**src/sv/bf3_pkg.sv**
```systemverilog
// Shared types, widths and constants of the 3x3 box filter.
// Used by the front end, back end and top level; depends on nothing.
`default_nettype none

package bf3_pkg;

   localparam int PIX_W    = 8;
   localparam int POS_W    = 5;
   localparam int SIDE_W   = 6;
   localparam int BUF_W    = 2;
   localparam int LINES    = 3;
   localparam int SUM_W    = 12;
   localparam int RECIP_W  = 14;
   localparam int RECIP_SHIFT = 16;

   localparam logic [SIDE_W-1:0]  SIDE_RESET = 6'd8;
   localparam logic [SIDE_W-1:0]  SIDE_MIN   = 6'd2;
   localparam logic [RECIP_W-1:0] RECIP_SIX  = 14'd10923;
   localparam logic [RECIP_W-1:0] RECIP_NINE = 14'd7282;

   localparam int JOB_DEPTH = 4;
   localparam int RSP_DEPTH = 2;

   typedef struct packed {
      logic [POS_W-1:0] row;
      logic [POS_W-1:0] col_first;
      logic [POS_W-1:0] col_last;
      logic [BUF_W-1:0] mid_buf;
      logic             is_drain;
      logic             ends_burst;
   } job_type;

   typedef struct packed {
      logic [PIX_W-1:0] pixel;
      logic [POS_W-1:0] row;
      logic [POS_W-1:0] col;
      logic             frame_done;
      logic             burst_end;
   } rsp_type;

   typedef struct packed {
      logic job_done;
      logic drain_done;
   } back_status_type;

   localparam int JOB_W = $bits(job_type);
   localparam int RSP_W = $bits(rsp_type);

   function automatic logic [BUF_W-1:0] buf_prev(input logic [BUF_W-1:0] b);
      return (b == 2'd0) ? 2'd2 : b - 2'd1;
   endfunction

   function automatic logic [BUF_W-1:0] buf_next(input logic [BUF_W-1:0] b);
      return (b == 2'd2) ? 2'd0 : b + 2'd1;
   endfunction

endpackage

`default_nettype wire

```
**src/sv/bf3_ram.sv**
```systemverilog
// Generic single-write, single-read RAM with registered read data.
// Stands alone; no package needed.
`default_nettype none

module bf3_ram #(
   parameter int WIDTH = 8,
   parameter int DEPTH = 96
) (
   input  wire logic                     clock,
   input  wire logic                     wr_en,
   input  wire logic [$clog2(DEPTH)-1:0] wr_addr,
   input  wire logic [WIDTH-1:0]         wr_data,
   input  wire logic                     rd_en,
   input  wire logic [$clog2(DEPTH)-1:0] rd_addr,
   output logic      [WIDTH-1:0]         rd_data
);

   logic [WIDTH-1:0] mem_ff [DEPTH];
   logic [WIDTH-1:0] rd_data_ff;

   always_ff @(posedge clock) begin
      if (wr_en) begin
         mem_ff[wr_addr] <= wr_data;
      end
      if (rd_en) begin
         rd_data_ff <= mem_ff[rd_addr];
      end
   end

   assign rd_data = rd_data_ff;

endmodule

`default_nettype wire

```
**src/sv/bf3_fifo.sv**
```systemverilog
// Small register queue with push/full and pop/empty sides.
// Stands alone; no package needed.
`default_nettype none

module bf3_fifo #(
   parameter int WIDTH = 8,
   parameter int DEPTH = 4
) (
   input  wire logic             clock,
   input  wire logic             reset,
   input  wire logic             push,
   input  wire logic [WIDTH-1:0] push_data,
   output logic                  full,
   input  wire logic             pop,
   output logic      [WIDTH-1:0] pop_data,
   output logic                  empty
);

   localparam int PTR_W = (DEPTH > 1) ? $clog2(DEPTH) : 1;
   localparam int CNT_W = $clog2(DEPTH + 1);

   logic [WIDTH-1:0] mem_ff [DEPTH];
   logic [PTR_W-1:0] wr_ptr_ff, wr_ptr_in;
   logic [PTR_W-1:0] rd_ptr_ff, rd_ptr_in;
   logic [CNT_W-1:0] count_ff, count_in;
   logic             do_push, do_pop;

   assign full     = (count_ff == CNT_W'(DEPTH));
   assign empty    = (count_ff == '0);
   assign do_push  = push && !full;
   assign do_pop   = pop && !empty;
   assign pop_data = mem_ff[rd_ptr_ff];

   always_comb begin
      wr_ptr_in = wr_ptr_ff;
      rd_ptr_in = rd_ptr_ff;
      count_in  = count_ff;
      if (do_push) begin
         wr_ptr_in = (wr_ptr_ff == PTR_W'(DEPTH - 1)) ? '0 : wr_ptr_ff + 1'b1;
      end
      if (do_pop) begin
         rd_ptr_in = (rd_ptr_ff == PTR_W'(DEPTH - 1)) ? '0 : rd_ptr_ff + 1'b1;
      end
      if (do_push && !do_pop) begin
         count_in = count_ff + 1'b1;
      end else if (do_pop && !do_push) begin
         count_in = count_ff - 1'b1;
      end
   end

   always_ff @(posedge clock) begin
      if (reset) begin
         wr_ptr_ff <= '0;
         rd_ptr_ff <= '0;
         count_ff  <= '0;
      end else begin
         wr_ptr_ff <= wr_ptr_in;
         rd_ptr_ff <= rd_ptr_in;
         count_ff  <= count_in;
      end
   end

   always_ff @(posedge clock) begin
      if (do_push) begin
         mem_ff[wr_ptr_ff] <= push_data;
      end
   end

endmodule

`default_nettype wire

```
**src/sv/bf3_front.sv**
```systemverilog
// Front end: accepts pixels, writes the line buffers, tracks position and
// issues result jobs. Depends on bf3_pkg.
`default_nettype none

module bf3_front #(
   parameter int MAX_SIDE = 32,
   parameter int ADDR_W   = 7
) (
   input  wire logic                          clock,
   input  wire logic                          reset,
   input  wire logic                          req_push,
   output logic                               req_full,
   input  wire logic [bf3_pkg::PIX_W-1:0]     req_pixel_in,
   input  wire logic                          csr_valid,
   output logic                               csr_ready,
   input  wire logic [bf3_pkg::SIDE_W-1:0]    csr_image_side,
   output logic      [bf3_pkg::SIDE_W-1:0]    side_eff,
   output logic                               ram_wr_en,
   output logic      [ADDR_W-1:0]             ram_wr_addr,
   output logic      [bf3_pkg::PIX_W-1:0]     ram_wr_data,
   output logic                               job_push,
   output bf3_pkg::job_type                   job_data,
   input  wire bf3_pkg::back_status_type      status
);

   logic [bf3_pkg::SIDE_W-1:0] side_ff, side_in;
   logic [bf3_pkg::POS_W-1:0]  row_ff, row_in;
   logic [bf3_pkg::POS_W-1:0]  col_ff, col_in;
   logic [bf3_pkg::BUF_W-1:0]  newest_ff, newest_in;
   logic [1:0]                 pend_ff, pend_in;
   logic                       drain_out_ff, drain_out_in;
   logic                       last_job_ff, last_job_in;
   logic                       second_ff, second_in;
   bf3_pkg::job_type           hold_ff, hold_in;

   logic [bf3_pkg::SIDE_W-1:0] n_last;
   logic                       at_last_col, at_last_row;
   logic                       accept, make_a, drain, can_take, csr_write;
   bf3_pkg::job_type           job_a, job_b;

   always_comb begin
      if (side_ff < bf3_pkg::SIDE_MIN) begin
         side_eff = bf3_pkg::SIDE_MIN;
      end else if (side_ff > bf3_pkg::SIDE_W'(MAX_SIDE)) begin
         side_eff = bf3_pkg::SIDE_W'(MAX_SIDE);
      end else begin
         side_eff = side_ff;
      end
   end

   assign n_last      = side_eff - 1'b1;
   assign at_last_col = ({1'b0, col_ff} == n_last);
   assign at_last_row = ({1'b0, row_ff} == n_last);
   assign make_a      = (row_ff != '0) && (col_ff != '0);
   assign drain       = at_last_row && at_last_col;
   assign can_take    = (pend_ff == 2'd0) || ((pend_ff == 2'd1) && last_job_ff);
   assign req_full    = second_ff || drain_out_ff || !can_take;
   assign accept      = req_push && !req_full;
   assign csr_ready   = 1'b1;
   assign csr_write   = csr_valid && csr_ready;

   assign ram_wr_en   = accept;
   assign ram_wr_addr = ADDR_W'(int'(newest_ff) * MAX_SIDE + int'(col_ff));
   assign ram_wr_data = req_pixel_in;

   always_comb begin
      job_a.row        = row_ff - 1'b1;
      job_a.col_first  = col_ff - 1'b1;
      job_a.col_last   = at_last_col ? n_last[bf3_pkg::POS_W-1:0] : col_ff - 1'b1;
      job_a.mid_buf    = bf3_pkg::buf_prev(newest_ff);
      job_a.is_drain   = 1'b0;
      job_a.ends_burst = !drain;

      job_b.row        = n_last[bf3_pkg::POS_W-1:0];
      job_b.col_first  = '0;
      job_b.col_last   = n_last[bf3_pkg::POS_W-1:0];
      job_b.mid_buf    = newest_ff;
      job_b.is_drain   = 1'b1;
      job_b.ends_burst = 1'b1;
   end

   assign job_push = (accept && make_a) || second_ff;
   assign job_data = second_ff ? hold_ff : job_a;

   always_comb begin
      side_in      = side_ff;
      row_in       = row_ff;
      col_in       = col_ff;
      newest_in    = newest_ff;
      last_job_in  = last_job_ff;
      hold_in      = hold_ff;
      second_in    = 1'b0;
      drain_out_in = drain_out_ff;
      pend_in      = pend_ff + {1'b0, job_push} - {1'b0, status.job_done};

      if (status.drain_done) begin
         drain_out_in = 1'b0;
      end

      if (accept) begin
         last_job_in = make_a;
         if (drain) begin
            hold_in      = job_b;
            second_in    = 1'b1;
            drain_out_in = 1'b1;
         end
         if (at_last_col) begin
            col_in    = '0;
            newest_in = bf3_pkg::buf_next(newest_ff);
            row_in    = at_last_row ? '0 : row_ff + 1'b1;
         end else begin
            col_in = col_ff + 1'b1;
         end
      end

      if (csr_write) begin
         side_in   = csr_image_side;
         row_in    = '0;
         col_in    = '0;
         newest_in = '0;
      end
   end

   always_ff @(posedge clock) begin
      if (reset) begin
         side_ff      <= bf3_pkg::SIDE_RESET;
         row_ff       <= '0;
         col_ff       <= '0;
         newest_ff    <= '0;
         pend_ff      <= '0;
         drain_out_ff <= 1'b0;
         last_job_ff  <= 1'b0;
         second_ff    <= 1'b0;
      end else begin
         side_ff      <= side_in;
         row_ff       <= row_in;
         col_ff       <= col_in;
         newest_ff    <= newest_in;
         pend_ff      <= pend_in;
         drain_out_ff <= drain_out_in;
         last_job_ff  <= last_job_in;
         second_ff    <= second_in;
      end
   end

   always_ff @(posedge clock) begin
      hold_ff <= hold_in;
   end

endmodule

`default_nettype wire

```
**src/sv/bf3_back.sv**
```systemverilog
// Back end: runs each job over its columns, reads the in-image taps of the nine
// from the line buffers, sums them and divides by 4, 6 or 9. Depends on bf3_pkg.
`default_nettype none

module bf3_back #(
   parameter int MAX_SIDE = 32,
   parameter int ADDR_W   = 7
) (
   input  wire logic                          clock,
   input  wire logic                          reset,
   input  wire logic [bf3_pkg::SIDE_W-1:0]    side_eff,
   input  wire logic                          job_empty,
   output logic                               job_pop,
   input  wire bf3_pkg::job_type              job_data,
   output logic                               ram_rd_en,
   output logic      [ADDR_W-1:0]             ram_rd_addr,
   input  wire logic [bf3_pkg::PIX_W-1:0]     ram_rd_data,
   input  wire logic                          rsp_full,
   output logic                               rsp_push,
   output bf3_pkg::rsp_type                   rsp_data,
   output bf3_pkg::back_status_type           status
);

   localparam logic [1:0] ST_IDLE = 2'd0;
   localparam logic [1:0] ST_TAPS = 2'd1;
   localparam logic [1:0] ST_LAST = 2'd2;
   localparam logic [1:0] ST_DIV  = 2'd3;

   localparam int PROD_W = bf3_pkg::SUM_W + bf3_pkg::RECIP_W;

   logic [1:0]                 state_ff, state_in;
   bf3_pkg::job_type           job_ff, job_in;
   logic [bf3_pkg::POS_W-1:0]  col_ff, col_in;
   logic [1:0]                 tr_ff, tr_in;
   logic [1:0]                 tc_ff, tc_in;
   logic [bf3_pkg::SUM_W-1:0]  acc_ff, acc_in;
   logic                       rd_pend_ff;

   logic [bf3_pkg::SIDE_W-1:0]  n_last;
   logic                        up_ok, dn_ok, lf_ok, rt_ok;
   logic                        row_ok, col_ok, last_col, full_rows, full_cols;
   logic [bf3_pkg::BUF_W-1:0]   tap_buf;
   logic [bf3_pkg::POS_W-1:0]   tap_col;
   logic [bf3_pkg::SUM_W-1:0]   acc_sum;
   logic [bf3_pkg::RECIP_W-1:0] recip;
   logic [PROD_W-1:0]           prod;
   logic [bf3_pkg::PIX_W-1:0]   mean;

   assign n_last = side_eff - 1'b1;
   assign up_ok  = (job_ff.row != '0);
   assign dn_ok  = ({1'b0, job_ff.row} != n_last);
   assign lf_ok  = (col_ff != '0);
   assign rt_ok  = ({1'b0, col_ff} != n_last);

   always_comb begin
      case (tr_ff)
         2'd0: begin
            row_ok  = up_ok;
            tap_buf = bf3_pkg::buf_prev(job_ff.mid_buf);
         end
         2'd1: begin
            row_ok  = 1'b1;
            tap_buf = job_ff.mid_buf;
         end
         default: begin
            row_ok  = dn_ok;
            tap_buf = bf3_pkg::buf_next(job_ff.mid_buf);
         end
      endcase
      case (tc_ff)
         2'd0: begin
            col_ok  = lf_ok;
            tap_col = col_ff - 1'b1;
         end
         2'd1: begin
            col_ok  = 1'b1;
            tap_col = col_ff;
         end
         default: begin
            col_ok  = rt_ok;
            tap_col = col_ff + 1'b1;
         end
      endcase
   end

   assign ram_rd_en   = (state_ff == ST_TAPS) && row_ok && col_ok;
   assign ram_rd_addr = ADDR_W'(int'(tap_buf) * MAX_SIDE + int'(tap_col));

   assign acc_sum = acc_ff + (rd_pend_ff ? bf3_pkg::SUM_W'(ram_rd_data) : '0);

   assign full_rows = up_ok && dn_ok;
   assign full_cols = lf_ok && rt_ok;
   assign recip     = (full_rows && full_cols) ? bf3_pkg::RECIP_NINE : bf3_pkg::RECIP_SIX;
   assign prod      = PROD_W'(acc_ff) * PROD_W'(recip);

   always_comb begin
      if (full_rows || full_cols) begin
         mean = prod[bf3_pkg::RECIP_SHIFT +: bf3_pkg::PIX_W];
      end else begin
         mean = acc_ff[2 +: bf3_pkg::PIX_W];
      end
   end

   assign last_col = (col_ff == job_ff.col_last);
   assign rsp_push = (state_ff == ST_DIV) && !rsp_full;
   assign job_pop  = (state_ff == ST_IDLE) && !job_empty;

   always_comb begin
      rsp_data.pixel      = mean;
      rsp_data.row        = job_ff.row;
      rsp_data.col        = col_ff;
      rsp_data.frame_done = job_ff.is_drain && last_col;
      rsp_data.burst_end  = job_ff.ends_burst && last_col;
      status.job_done     = rsp_push && last_col;
      status.drain_done   = rsp_push && last_col && job_ff.is_drain;
   end

   always_comb begin
      state_in = state_ff;
      job_in   = job_ff;
      col_in   = col_ff;
      tr_in    = tr_ff;
      tc_in    = tc_ff;
      acc_in   = acc_ff;
      case (state_ff)
         ST_IDLE: begin
            if (job_pop) begin
               job_in   = job_data;
               col_in   = job_data.col_first;
               tr_in    = '0;
               tc_in    = '0;
               acc_in   = '0;
               state_in = ST_TAPS;
            end
         end
         ST_TAPS: begin
            acc_in = acc_sum;
            if (tc_ff == 2'd2) begin
               tc_in = '0;
               if (tr_ff == 2'd2) begin
                  state_in = ST_LAST;
               end else begin
                  tr_in = tr_ff + 1'b1;
               end
            end else begin
               tc_in = tc_ff + 1'b1;
            end
         end
         ST_LAST: begin
            acc_in   = acc_sum;
            state_in = ST_DIV;
         end
         ST_DIV: begin
            if (rsp_push) begin
               if (last_col) begin
                  state_in = ST_IDLE;
               end else begin
                  col_in   = col_ff + 1'b1;
                  tr_in    = '0;
                  tc_in    = '0;
                  acc_in   = '0;
                  state_in = ST_TAPS;
               end
            end
         end
         default: begin
            state_in = ST_IDLE;
         end
      endcase
   end

   always_ff @(posedge clock) begin
      if (reset) begin
         state_ff   <= ST_IDLE;
         rd_pend_ff <= 1'b0;
         tr_ff      <= '0;
         tc_ff      <= '0;
      end else begin
         state_ff   <= state_in;
         rd_pend_ff <= ram_rd_en;
         tr_ff      <= tr_in;
         tc_ff      <= tc_in;
      end
   end

   always_ff @(posedge clock) begin
      job_ff <= job_in;
      col_ff <= col_in;
      acc_ff <= acc_in;
   end

endmodule

`default_nettype wire

```
**src/sv/box_filter_3x3_edge_average_core.sv**
```systemverilog
// Top level of the 3x3 box filter: front end, line buffer RAM, job queue,
// back end and result queue. Depends on bf3_pkg and all bf3_ modules.
//
// Pixels of a square image enter in raster order on the req_ queue side
// (push/full). Each result gives the floor mean of the in-image 3x3
// neighbours of one position with its row and column, in raster order one
// row behind the input; the last pixel of a frame also emits the final row
// as a burst. burst_end marks the last result caused by one pixel and
// frame_done the last result of the frame. Results wait on the rsp_ queue
// side (empty/pop). csr_image_side sets the side (2 to MAX_SIDE) and
// restarts the frame; write it only while the block is idle.
// In the back end each result takes nine tap steps, which read the
// in-image taps through the single line-buffer read port, then one
// accumulate and one divide step; each job also takes an idle step to
// leave the job queue. The front end accepts the next pixel while the
// back end works on the previous one's job and then waits for that job
// to finish. Reset sets the side to 8 and clears position and queues;
// line buffer contents are left as they are. A stalled receiver fills
// the result queue, holds the back end and then raises req_full.
`default_nettype none

module box_filter_3x3_edge_average_core #(
   parameter int MAX_SIDE = 32
) (
   input  wire logic                        clock,
   input  wire logic                        reset,
   input  wire logic                        req_push,
   output logic                             req_full,
   input  wire logic [bf3_pkg::PIX_W-1:0]   req_pixel_in,
   output logic                             rsp_empty,
   input  wire logic                        rsp_pop,
   output logic      [bf3_pkg::PIX_W-1:0]   rsp_smoothed_pixel,
   output logic      [bf3_pkg::POS_W-1:0]   rsp_out_row,
   output logic      [bf3_pkg::POS_W-1:0]   rsp_out_col,
   output logic                             rsp_frame_done,
   output logic                             rsp_burst_end,
   input  wire logic                        csr_valid,
   output logic                             csr_ready,
   input  wire logic [bf3_pkg::SIDE_W-1:0]  csr_image_side
);

   localparam int DEPTH  = bf3_pkg::LINES * MAX_SIDE;
   localparam int ADDR_W = $clog2(DEPTH);

   logic [bf3_pkg::SIDE_W-1:0] side_eff;
   logic                       ram_wr_en, ram_rd_en;
   logic [ADDR_W-1:0]          ram_wr_addr, ram_rd_addr;
   logic [bf3_pkg::PIX_W-1:0]  ram_wr_data, ram_rd_data;

   logic                       job_push, job_full, job_pop, job_empty;
   bf3_pkg::job_type           job_in, job_out;
   logic [bf3_pkg::JOB_W-1:0]  job_out_bits;

   logic                       rsp_push, rsp_full;
   bf3_pkg::rsp_type           rsp_in, rsp_head;
   logic [bf3_pkg::RSP_W-1:0]  rsp_head_bits;

   bf3_pkg::back_status_type   status;

   bf3_front #(
      .MAX_SIDE (MAX_SIDE),
      .ADDR_W   (ADDR_W)
   ) u_front (
      .clock          (clock),
      .reset          (reset),
      .req_push       (req_push),
      .req_full       (req_full),
      .req_pixel_in   (req_pixel_in),
      .csr_valid      (csr_valid),
      .csr_ready      (csr_ready),
      .csr_image_side (csr_image_side),
      .side_eff       (side_eff),
      .ram_wr_en      (ram_wr_en),
      .ram_wr_addr    (ram_wr_addr),
      .ram_wr_data    (ram_wr_data),
      .job_push       (job_push),
      .job_data       (job_in),
      .status         (status)
   );

   bf3_ram #(
      .WIDTH (bf3_pkg::PIX_W),
      .DEPTH (DEPTH)
   ) u_line_ram (
      .clock   (clock),
      .wr_en   (ram_wr_en),
      .wr_addr (ram_wr_addr),
      .wr_data (ram_wr_data),
      .rd_en   (ram_rd_en),
      .rd_addr (ram_rd_addr),
      .rd_data (ram_rd_data)
   );

   bf3_fifo #(
      .WIDTH (bf3_pkg::JOB_W),
      .DEPTH (bf3_pkg::JOB_DEPTH)
   ) u_job_queue (
      .clock     (clock),
      .reset     (reset),
      .push      (job_push),
      .push_data (job_in),
      .full      (job_full),
      .pop       (job_pop),
      .pop_data  (job_out_bits),
      .empty     (job_empty)
   );

   assign job_out = bf3_pkg::job_type'(job_out_bits);

   bf3_back #(
      .MAX_SIDE (MAX_SIDE),
      .ADDR_W   (ADDR_W)
   ) u_back (
      .clock       (clock),
      .reset       (reset),
      .side_eff    (side_eff),
      .job_empty   (job_empty),
      .job_pop     (job_pop),
      .job_data    (job_out),
      .ram_rd_en   (ram_rd_en),
      .ram_rd_addr (ram_rd_addr),
      .ram_rd_data (ram_rd_data),
      .rsp_full    (rsp_full),
      .rsp_push    (rsp_push),
      .rsp_data    (rsp_in),
      .status      (status)
   );

   bf3_fifo #(
      .WIDTH (bf3_pkg::RSP_W),
      .DEPTH (bf3_pkg::RSP_DEPTH)
   ) u_rsp_queue (
      .clock     (clock),
      .reset     (reset),
      .push      (rsp_push),
      .push_data (rsp_in),
      .full      (rsp_full),
      .pop       (rsp_pop),
      .pop_data  (rsp_head_bits),
      .empty     (rsp_empty)
   );

   assign rsp_head           = bf3_pkg::rsp_type'(rsp_head_bits);
   assign rsp_smoothed_pixel = rsp_head.pixel;
   assign rsp_out_row        = rsp_head.row;
   assign rsp_out_col        = rsp_head.col;
   assign rsp_frame_done     = rsp_head.frame_done;
   assign rsp_burst_end      = rsp_head.burst_end;

   a_job_room: assert property (@(posedge clock) disable iff (reset)
      job_push |-> !job_full)
      else $error("job queue pushed while full");

   a_rsp_room: assert property (@(posedge clock) disable iff (reset)
      rsp_push |-> !rsp_full)
      else $error("result queue pushed while full");

   a_frame_end: assert property (@(posedge clock) disable iff (reset)
      (rsp_push && rsp_in.frame_done) |-> rsp_in.burst_end)
      else $error("frame end result without burst end");

   a_drain_done: assert property (@(posedge clock) disable iff (reset)
      status.drain_done |-> status.job_done)
      else $error("drain job finished outside a job completion");

endmodule

`default_nettype wire
```
**config.mk**
```make
export PLATFORM = sky130hd
export DESIGN_NAME = box_filter_3x3_edge_average_core
export DESIGN_NICKNAME = d
export VERILOG_FILES = /design/src/sv/bf3_pkg.sv /design/src/sv/bf3_ram.sv /design/src/sv/bf3_fifo.sv /design/src/sv/bf3_front.sv /design/src/sv/bf3_back.sv /design/src/sv/box_filter_3x3_edge_average_core.sv
export SDC_FILE = /design/constraint.sdc
export NUM_CORES = 1
export LEC_CHECK = 0
export BUFFER_PORTS_ARGS = -buffer_cell sky130_fd_sc_hd__buf_2
export CAP_MARGIN = 20
export CORE_MARGIN = 2
export CORE_UTILIZATION = 40
export DETAILED_ROUTE_END_ITERATION = 8
export PLACE_DENSITY = 0.61
export SETUP_SLACK_MARGIN = 0.05
export SYNTH_ARGS = -nofsm -noshare
export SYNTH_HDL_FRONTEND = slang
export SYNTH_HIERARCHICAL = 1
export SYNTH_SLANG_ARGS = --single-unit
```
**constraint.sdc**
```tcl
create_clock -name clock -period 18.05 [get_ports clock]
set_input_delay 1.805 -clock clock [delete_from_list [all_inputs] [get_ports clock]]
set_output_delay 1.805 -clock clock [all_outputs]
set_load 0.005 [all_outputs]
```
Word-level counts from Yosys, hierarchy flattened
Memory sizes are Yosys's and may differ from the RTL's. A register that Yosys moved wholly into a read port is not among the register bits.
Index checks and enable logic that the tools add are counted.
{"block": "word_totals", "out_inout_bits": 23, "reg_bits": 79, "in_bits": 19, "memories": 3, "ramBits": 884, "wordCells": 213}
{"memory": "u_line_ram.mem_ff", "words": 96, "width": 8, "rd": 1, "rd_clocked_by_memory_dff": 1, "write_ports": 1, "line_no": "bf3_ram.sv:18", "rtl": "logic [WIDTH-1:0] mem_ff [DEPTH];"}
{"memory": "u_job_queue.mem_ff", "words": 4, "width": 19, "rd": 1, "rd_clocked_by_memory_dff": 1, "write_ports": 1, "line_no": "bf3_fifo.sv:22", "rtl": "logic [WIDTH-1:0] mem_ff [DEPTH];"}
{"memory": "u_rsp_queue.mem_ff", "words": 2, "width": 20, "rd": 1, "rd_clocked_by_memory_dff": 1, "write_ports": 1, "line_no": "bf3_fifo.sv:22"}
{"block": "classes", "eq_ne": 25, "mul": 1, "order_cmp": 2, "n_addsub": 26, "n_reduce_logical": 67, "mux": 61, "bitwise": 1}
{"cell": "$mux W2", "n": 20}
{"cell": "$mux W12", "n": 3}
{"cell": "$pmux W12 S3", "n": 1}
{"cell": "$mux W5", "n": 6}
{"cell": "$logic_and A1 B1 Y1", "n": 24}
{"cell": "$mul A12 B14 Y24", "n": 1}
{"cell": "$pmux W5 S2", "n": 2}
{"cell": "$reduce_bool A5 Y1", "n": 4}
{"cell": "$mux W19", "n": 1}
{"cell": "$eq A2 B2 Y1 const B", "n": 9}
{"cell": "$mux W8", "n": 2}
{"cell": "$add A5 B1 Y5 const B", "n": 3}
{"cell": "$mux W1", "n": 15}
{"cell": "$sub A5 B1 Y5 const B", "n": 3}
{"cell": "$add A2 B1 Y2 const B", "n": 7}
{"cell": "$add A7 B5 Y7", "n": 2}
{"cell": "$logic_not A2 Y1", "n": 7}
{"cell": "$mux W14", "n": 1}
{"cell": "$add A12 B12 Y12", "n": 1}
{"cell": "$eq A5 B6 Y1", "n": 2}
{"cell": "$mux W6", "n": 2}
{"cell": "$ne A5 B6 Y1", "n": 2}
{"cell": "$pmux W2 S3", "n": 2}
{"cell": "$reduce_and A4 Y1", "n": 3}
{"cell": "28 further kinds", "n": 60}

Logic depth before layout (Yosys ltp)
Gate-level depths: netlist of run 1.
{"block": "depth", "word_depth": 14, "depth_mapped": 36, "depth_no_buf": 33}

By module
The synthesis of run 1 kept the hierarchy.
{"mod": "bf3_ram", "instances": 1, "area_per_inst_um2": 30147.7, "cells_each": 1437, "seq_area_each_um2": 23302.3}
{"mod": "bf3_back", "instances": 1, "area_per_inst_um2": 6137.1, "cells_each": 658, "seq_area_each_um2": 1071.0}
{"mod": "bf3_fifo (u_job_queue)", "instances": 1, "area_per_inst_um2": 3241.9, "cells_each": 149, "seq_area_each_um2": 2462.4}
{"mod": "bf3_front", "instances": 1, "area_per_inst_um2": 2078.2, "cells_each": 247, "seq_area_each_um2": 670.6}
{"mod": "bf3_fifo (u_rsp_queue)", "instances": 1, "area_per_inst_um2": 1654.1, "cells_each": 87, "seq_area_each_um2": 1301.2}

Worst setup path before layout of run 1
No wires, ideal clock.
{"block": "synth_path", "path_type": "register to register", "start": "register u_front/side_ff[2] (netlist name)", "end": "memory u_rsp_queue/mem_ff[0][19] (netlist name), data pin", "stages_incl_launch_ff": 30, "n_path_buf": 3, "t_required_ns": 17.910, "path_slack_ns": 10.111, "t_arrival_ns": 7.799, "setup_ns": 0.140, "cell_sequence": "dfxtp_1 > buf_6 > or4_4 > nand2_1 > inv_1 > or3_4 > or4_4 > and2_4 > and3_1 > or3_1 > clkbuf_1 > clkbuf_1 > and2_1 > fa_1 > ha_1 > a21o_1 > fa_1 > fa_1 > inv_1 > fa_1 > inv_1 > ha_1 > a211oi_1 > o21ai_0 > a311o_1 > o21ba_1 > a211oi_4 > o21ai_2 > or4_1 > nand3_1"}
{"element": "start: declaration", "line_no": "bf3_front.sv:26", "rtl": "logic [bf3_pkg::SIDE_W-1:0] side_ff, side_in;"}
{"element": "start signal: assignment", "line_no": "bf3_front.sv:126", "rtl": "side_ff <= bf3_pkg::SIDE_RESET;"}
{"element": "start signal: assignment", "line_no": "bf3_front.sv:135", "rtl": "side_ff <= side_in;"}
{"element": "end: declaration", "line_no": "bf3_fifo.sv:22"}

==> key figures, run 1 <==
Global route
  • Congestion Overflow GR: 0
  • First-pass GRT wire length: 147300 um
  • GRT Total Usage: 17.56%
  • Largest net degree at the start of global routing: 129
  • Vias in the first global route: 23380
  • Antenna violations before repair: 5

Worst setup path
  • Critical path arrival: 9.38 ns
  • WS Path Type: flop to flop
  • Biggest cell delay along the critical path: 0.63 ns
  • WP data required: 18.58 ns
  • Crit path launch type: flop
  • Critical Path End Type: flop
  • Worst-path fanout max: 18
  • Critical path's slowest cell: or3_1

Route
  • DRT iter0 DRCs: 2001
  • Detailed-route wire length: 97610 um
  • Top Layer Used: met5
  • DR DRC count: 0
  • DR WL/cell: 23.70 um
  • Antenna-violating nets left: 0
  • Via-to-Cell Ratio: 5.508
  • Via count: 22690
  • Met2 WL: 48150 um
  • Drt pass-1 iters: 5
  • Wire length on met1: 41330 um
  • WL met3: 5341 um

Power and ir drop
  • Lkg Pwr: 16.10 nW
  • Net Switching: 2.540 mW
  • Worst ir drop on vdd: 226.2 uV
  • Design Power: 7.492 mW
  • Internal power: 4.952 mW
  • Gate power share: 38.5%
  • Clk pwr share: 25.5%
  • Seq pwr share: 36.0%
  • PwrDens: 156.2 mW/mm2
  • Sw frac: 33.91%

Yosys
  • Post-synth EDFFs: 930
  • Mapped Area: 0.04326 mm2
  • Yosys top cell area share: 64.56%
  • Synthesized area per cell: 16.78 um2
  • Top_reg_cell synth: edfxtp_1
  • Yosys warning total: 6
  • Top cells by area, synth: edfxtp_1 (65%), mux4_2 (10%), fa_1 (3.4%)
  • Post-synth top cells: edfxtp_1 (930), mux4_2 (198), inv_1 (171)
  • Fraction of registers with async set/reset: 0%
  • Most numerous cell in the Yosys netlist: edfxtp_1
  • Synth cell types: 90
  • Yosys reg bits: 974
  • Post-synth top area cell: edfxtp_1
  • Register area share after synthesis: 66.59%
  • Mapped Cells: 2578

Die
  • Core area: 0.1072 mm2
  • Die ar.: 0.1108 mm2
  • I/O pin count: 42
  • Die Wd: 332.9 um
  • # rows: 120
  • Starting density of the core: 40.35%
  • Die Y: 332.9 um

CTS
  • Hold-fix buffers, CTS: 0
  • # H-tree levels: 3
  • CTS buffer count: 99
  • Post-CTS setup buffers: 0
  • CTS max path bufs: 3
  • CTS tree: built
  • Clock slew at reported path FFs: 0.06 ns
  • Worst-Skew Late Latency: 0.69 ns
  • CTS resizes: 0
  • Root Buffer: clkbuf_16
  • # clock sinks: 974

Timing
  • Post-route setup slack: 9.196 ns
  • WHS: 0.4904 ns
  • Worst slew margin relative to its limit: 23.82%
  • Final hold viol count: 0
  • Min cycle time layout: 8.854 ns
  • Count of final setup violators: 0
  • Worst Clk Skew: 0.04890 ns
  • RSZ-0062 raised after global routing: no
  • Worst slew pin tran: 1.139 ns
  • Final Max Slew Viols: 0
  • Fmax: 112.9 MHz
  • Final period utilization: 49.05%
  • Final TNS setup: 0 ns

Cells and area
  • Area growth from synthesis to layout: 10.91%
  • Final nets: 2834
  • Final non-filler cell total: 4119
  • Share of layout cells above drive strength 1: 17.05%

Place
  • Cells after DPL: 3933
  • GPL Wtd Cong: 0.8708
  • HPWL Detailed: 61990 um
  • IO buf count: 40
  • Pre-CTS WS: 9.242 ns

Hold path
  • Hold Path Class: flop to flop

Run status
  • Status: finished clean

Run
  • Max Cap Viol: 0
## layout make-up
type	count	area, um2
Multi-Input combinational cell	1315	13200
Clock buffer	120	2599
Timing Repair Buffer	71	524.3
Tap cell	1403	1755
Clock inverter	61	420.4
Antenna cell	1	2.502
Inverter	174	671.9
Sequential cell	974	28810
Fill cell	9326	59220
## worst max-delay path, delay by kind of cell, from the launching register on
family,cells,cell delay [ns]
and+or+nand+nor,9,3.01
adders and majority gates,7,2.89
AOI/OAI and AO/OA,7,1.88
DFF,1,0.38
buffers and inverters,4,0.28
xor gates and xnor gates,1,0.27
## metrics by stage
stage                     util [%]  area, um2
final                        44.75      47980
after global routing         44.75      47980
after CTS                    44.67      47890
after detailed placement     41.86      44870
after global placement       41.85      44870
after floorplan                  -      43300
## cell usage in the layout (no fill, tap or decap), types with 52 or more instances in the layout
master       n
nand2_1    120
clkbuf_16  102
ha_1       106
fa_1        74
mux4_2     198
a21oi_1     52
nand3_1     55
nor2_1     158
edfxtp_1   930
mux2i_1     63
inv_1      171
## sequential cells by signal, summed over array words and instances, names as in the netlist, 3 cells and up, named ones only
name	cells
u_front/side_ff	6
u_back/col_ff	5
u_front/col_ff	5
u_back/job_ff	9
u_back/rsp_data	5
u_front/hold_ff	7
u_job_queue/count_ff	3
u_line_ram/rd_data	8
u_line_ram/mem_ff	768
u_back/acc_ff	12
u_job_queue/mem_ff	76
u_rsp_queue/mem_ff	40
u_front/row_ff	5
## power groups by stage
stage	Sequential (mW)	Clock [mW]	Combinational (mW)
6_report	2.70	1.91	2.88
5_1_grt	2.70	2.04	3.30
4_1_cts	2.70	1.96	2.92
3_5_place_dp	2.75	0	2.90
3_3_place_gp	2.74	0	2.83
2_1_floorplan	2.72	0	2.21
## path summary, 6_finish.rpt
kind / startpoint / to / slack, ns / cells past startpoint
worst min register to register: u_back/tr_ff[0] / u_back/tr_ff[0] / 0.49 / 2
worst max register to register: u_front/side_ff[2] / u_rsp_queue/mem_ff[0][19] / 9.20 / 28
worst min-delay path: u_back/tr_ff[0] / u_back/tr_ff[0] / 0.49 / 2
worst max-delay path: u_front/side_ff[2] / u_rsp_queue/mem_ff[0][19] / 9.20 / 28
## cell families (layout without fill, tap and decap cells)
kind of cell / Yosys count / count (layout) / share of synthesized area [%]
adders and majority gates: 180 / 180 / 6.490
and+or+nand+nor: 523 / 523 / 5.918
other: 3 / 15 / 0.02603
buffers and inverters: 300 / 426 / 3.179
DFF: 974 / 974 / 66.59
xor gates and xnor gates: 67 / 67 / 1.487
muxes: 289 / 289 / 12.49
AOI/OAI and AO/OA: 242 / 242 / 3.812
## metal layers
metal  GRT usage [%]  vias up
li1                -     9975
met1           23.68    11870
met2           29.19      675
met3           2.723      160
met4           5.834        4
met5               0        -
No activity file was read; power rests on OpenSTA's default activity.
==> run 2: changes to the inputs <==
--- a/config.mk
+++ b/config.mk
@@ -5,6 +5,7 @@
 export SDC_FILE = /design/constraint.sdc
 export NUM_CORES = 1
 export LEC_CHECK = 0
+export ABC_AREA = 1
 export BUFFER_PORTS_ARGS = -buffer_cell sky130_fd_sc_hd__buf_2
 export CAP_MARGIN = 20
 export CORE_MARGIN = 2
==> constraint.sdc (replaced) <==
create_clock -name clock -period 9 [get_ports clock]
set_input_delay 0.9 -clock clock [delete_from_list [all_inputs] [get_ports clock]]
set_output_delay 0.9 -clock clock [all_outputs]
set_load 0.005 [all_outputs]
==> run 2 against run 1 <==
Net effect: count of clock-buffer cells in the layout is 4 higher; die area is 5.0% higher; first-iteration DRC count is 43% higher; synthesized cell count is 62% higher; non-clock buffer count is 6 higher; highest routed layer is now met4.
==> key figures, run 2 <==
Die
  • Die Wd: 341.0 um
  • Die Y: 341.0 um
  • Die ar.: 0.1163 mm2
  • Core area: 0.1125 mm2
  • I/O pin count: 42
  • # rows: 123
  • Starting density of the core: 40.38%

Cells and area
  • Max reg flops: 768
  • Final non-filler cell total: 5722
  • Top reg by flops: u_line_ram/mem_ff
  • Final nets: 4344
  • Fin util: 44.21%
  • Area growth from synthesis to layout: 9.483%
  • Fillcell total: 10310
  • Share of layout cells above drive strength 1: 7.177%
  • Design area: 0.04974 mm2
  • Commonest non-fill, non-tap cells in the layout: nand2_1 (1068), edfxtp_1 (930), nand3_1 (570)
  • Leading cell type in the layout, fill and taps excluded: nand2_1
  • Largest regs: u_line_ram/mem_ff: 768 flops, u_job_queue/mem_ff: 76 flops, u_rsp_queue/mem_ff: 40 flops
  • Antenna diodes: 0

Timing
  • Final hold viol count: 0
  • Min cycle time layout: 7.125 ns
  • Worst slew pin tran: 1.090 ns
  • Final period utilization: 79.17%
  • Worst slew margin relative to its limit: 27.35%
  • Fmax: 140.4 MHz
  • Worst Clk Skew: 0.04376 ns
  • Count of final setup violators: 0
  • RSZ-0062 raised after global routing: no
  • Final TNS setup: 0 ns
  • Final Max Slew Viols: 0

Worst setup path
  • Worst reg2reg startpoint: u_front/side_ff[5]
  • WP data required: 9.43 ns
  • Biggest cell delay along the critical path: 0.54 ns
  • WS Path Type: flop to flop
  • Critical Path End Type: flop
  • FF-to-FF path depth: 35
  • Critical path arrival: 7.56 ns
  • Worst Setup SP: u_front/side_ff[5]
  • Critical path's slowest cell: fa_1
  • Crit path launch type: flop
  • Most frequent CP cell: nand2_1
  • Worst-path fanout max: 17

CTS
  • Worst-Skew Late Latency: 0.69 ns
  • CTS tree: built
  • Hold-fix buffers, CTS: 0
  • Post-CTS setup buffers: 0
  • # H-tree levels: 3
  • CTS buffer count: 100
  • CTS resizes: 0
  • CTS max path bufs: 3
  • Clock slew at reported path FFs: 0.07 ns
  • Root Buffer: clkbuf_16
  • # clock sinks: 974

Global route
  • Vias in the first global route: 28530
  • Congestion Overflow GR: 0
  • Antenna violations before repair: 0
  • GRT Total Usage: 18.67%
  • Largest net degree at the start of global routing: 212
  • First-pass GRT wire length: 168800 um

Route
  • DRT iter0 DRCs: 2866
  • Via count: 29650
  • DR WL/cell: 19.14 um
  • DR DRC count: 0
  • Antenna-violating nets left: 0
  • Detailed-route wire length: 109500 um
  • Via-to-Cell Ratio: 5.182
  • Drt pass-1 iters: 5

Yosys
  • Mapped Area: 0.04543 mm2
  • Synthesized area per cell: 10.91 um2
  • Mapped Cells: 4165
  • Yosys warning total: 6

Place
  • Placed cell area: 0.04658 mm2
  • Cells after DPL: 5538
  • HPWL Detailed: 66580 um
  • IO buf count: 40
  • GPL Wtd Cong: 0.8799

Hold path
  • Hold Path Class: input pin to flop
  • Hold_sp: csr_image_side[3]
  • Hold Crit Depth: 3

Run status
  • Status: finished clean

Run
  • Max Cap Viol: 0
-- run 2: final timing paths --
path                               endpoint  slack, ns
setup / recovery  u_rsp_queue/mem_ff[0][19]       1.87
hold / removal           u_front/side_ff[3]       0.43
setup reg to reg  u_rsp_queue/mem_ff[0][19]       1.87
hold reg to reg        u_front/drain_out_ff       0.47
-- run 2: per-stage QoR --
step                      hold slack [ns]  worst slack (ns)
after floorplan                    0.4298             2.437
after global placement             0.4549             1.975
after detailed placement           0.4646             1.893
after CTS                          0.3852             1.855
after global routing               0.4214             1.282
final                              0.4329             1.875
-- run 2: critical path: cells and delay by family (launching register included) --
kind / cells / cell delay [ns]
compound gates: 5 / 0.77
flops: 1 / 0.38
simple gates: 15 / 1.79
buf+inv: 8 / 0.71
fa+ha+maj: 7 / 3.17
-- run 2: per-layer routing --
layer	track usage, %	vias to the layer above	wire (um)	share of wire (%)
met3	2.568	167	6167	5.6
met5	0	-	0	0
li1	-	14200	-	-
met4	5.351	0	2596	2.4
met2	31.17	814	52730	48
met1	25.48	14470	48050	44
-- run 2: cell type report --
cell class              instances  area (um2)  area share [%]
well taps                    1500        1877           3.773
repair buffers                 77       578.1           1.162
clock buffers                 124        2614           5.255
flip-flops and latches        974       28810           57.92
multi-input cells            2685       14250           28.66
clock inverters                55       434.2          0.8729
inverters                     307        1171           2.355
Power of run 2 is left out: the tool's default activity adds up to more than one toggle a clock period on the data nets, which glitch-free logic cannot reach.
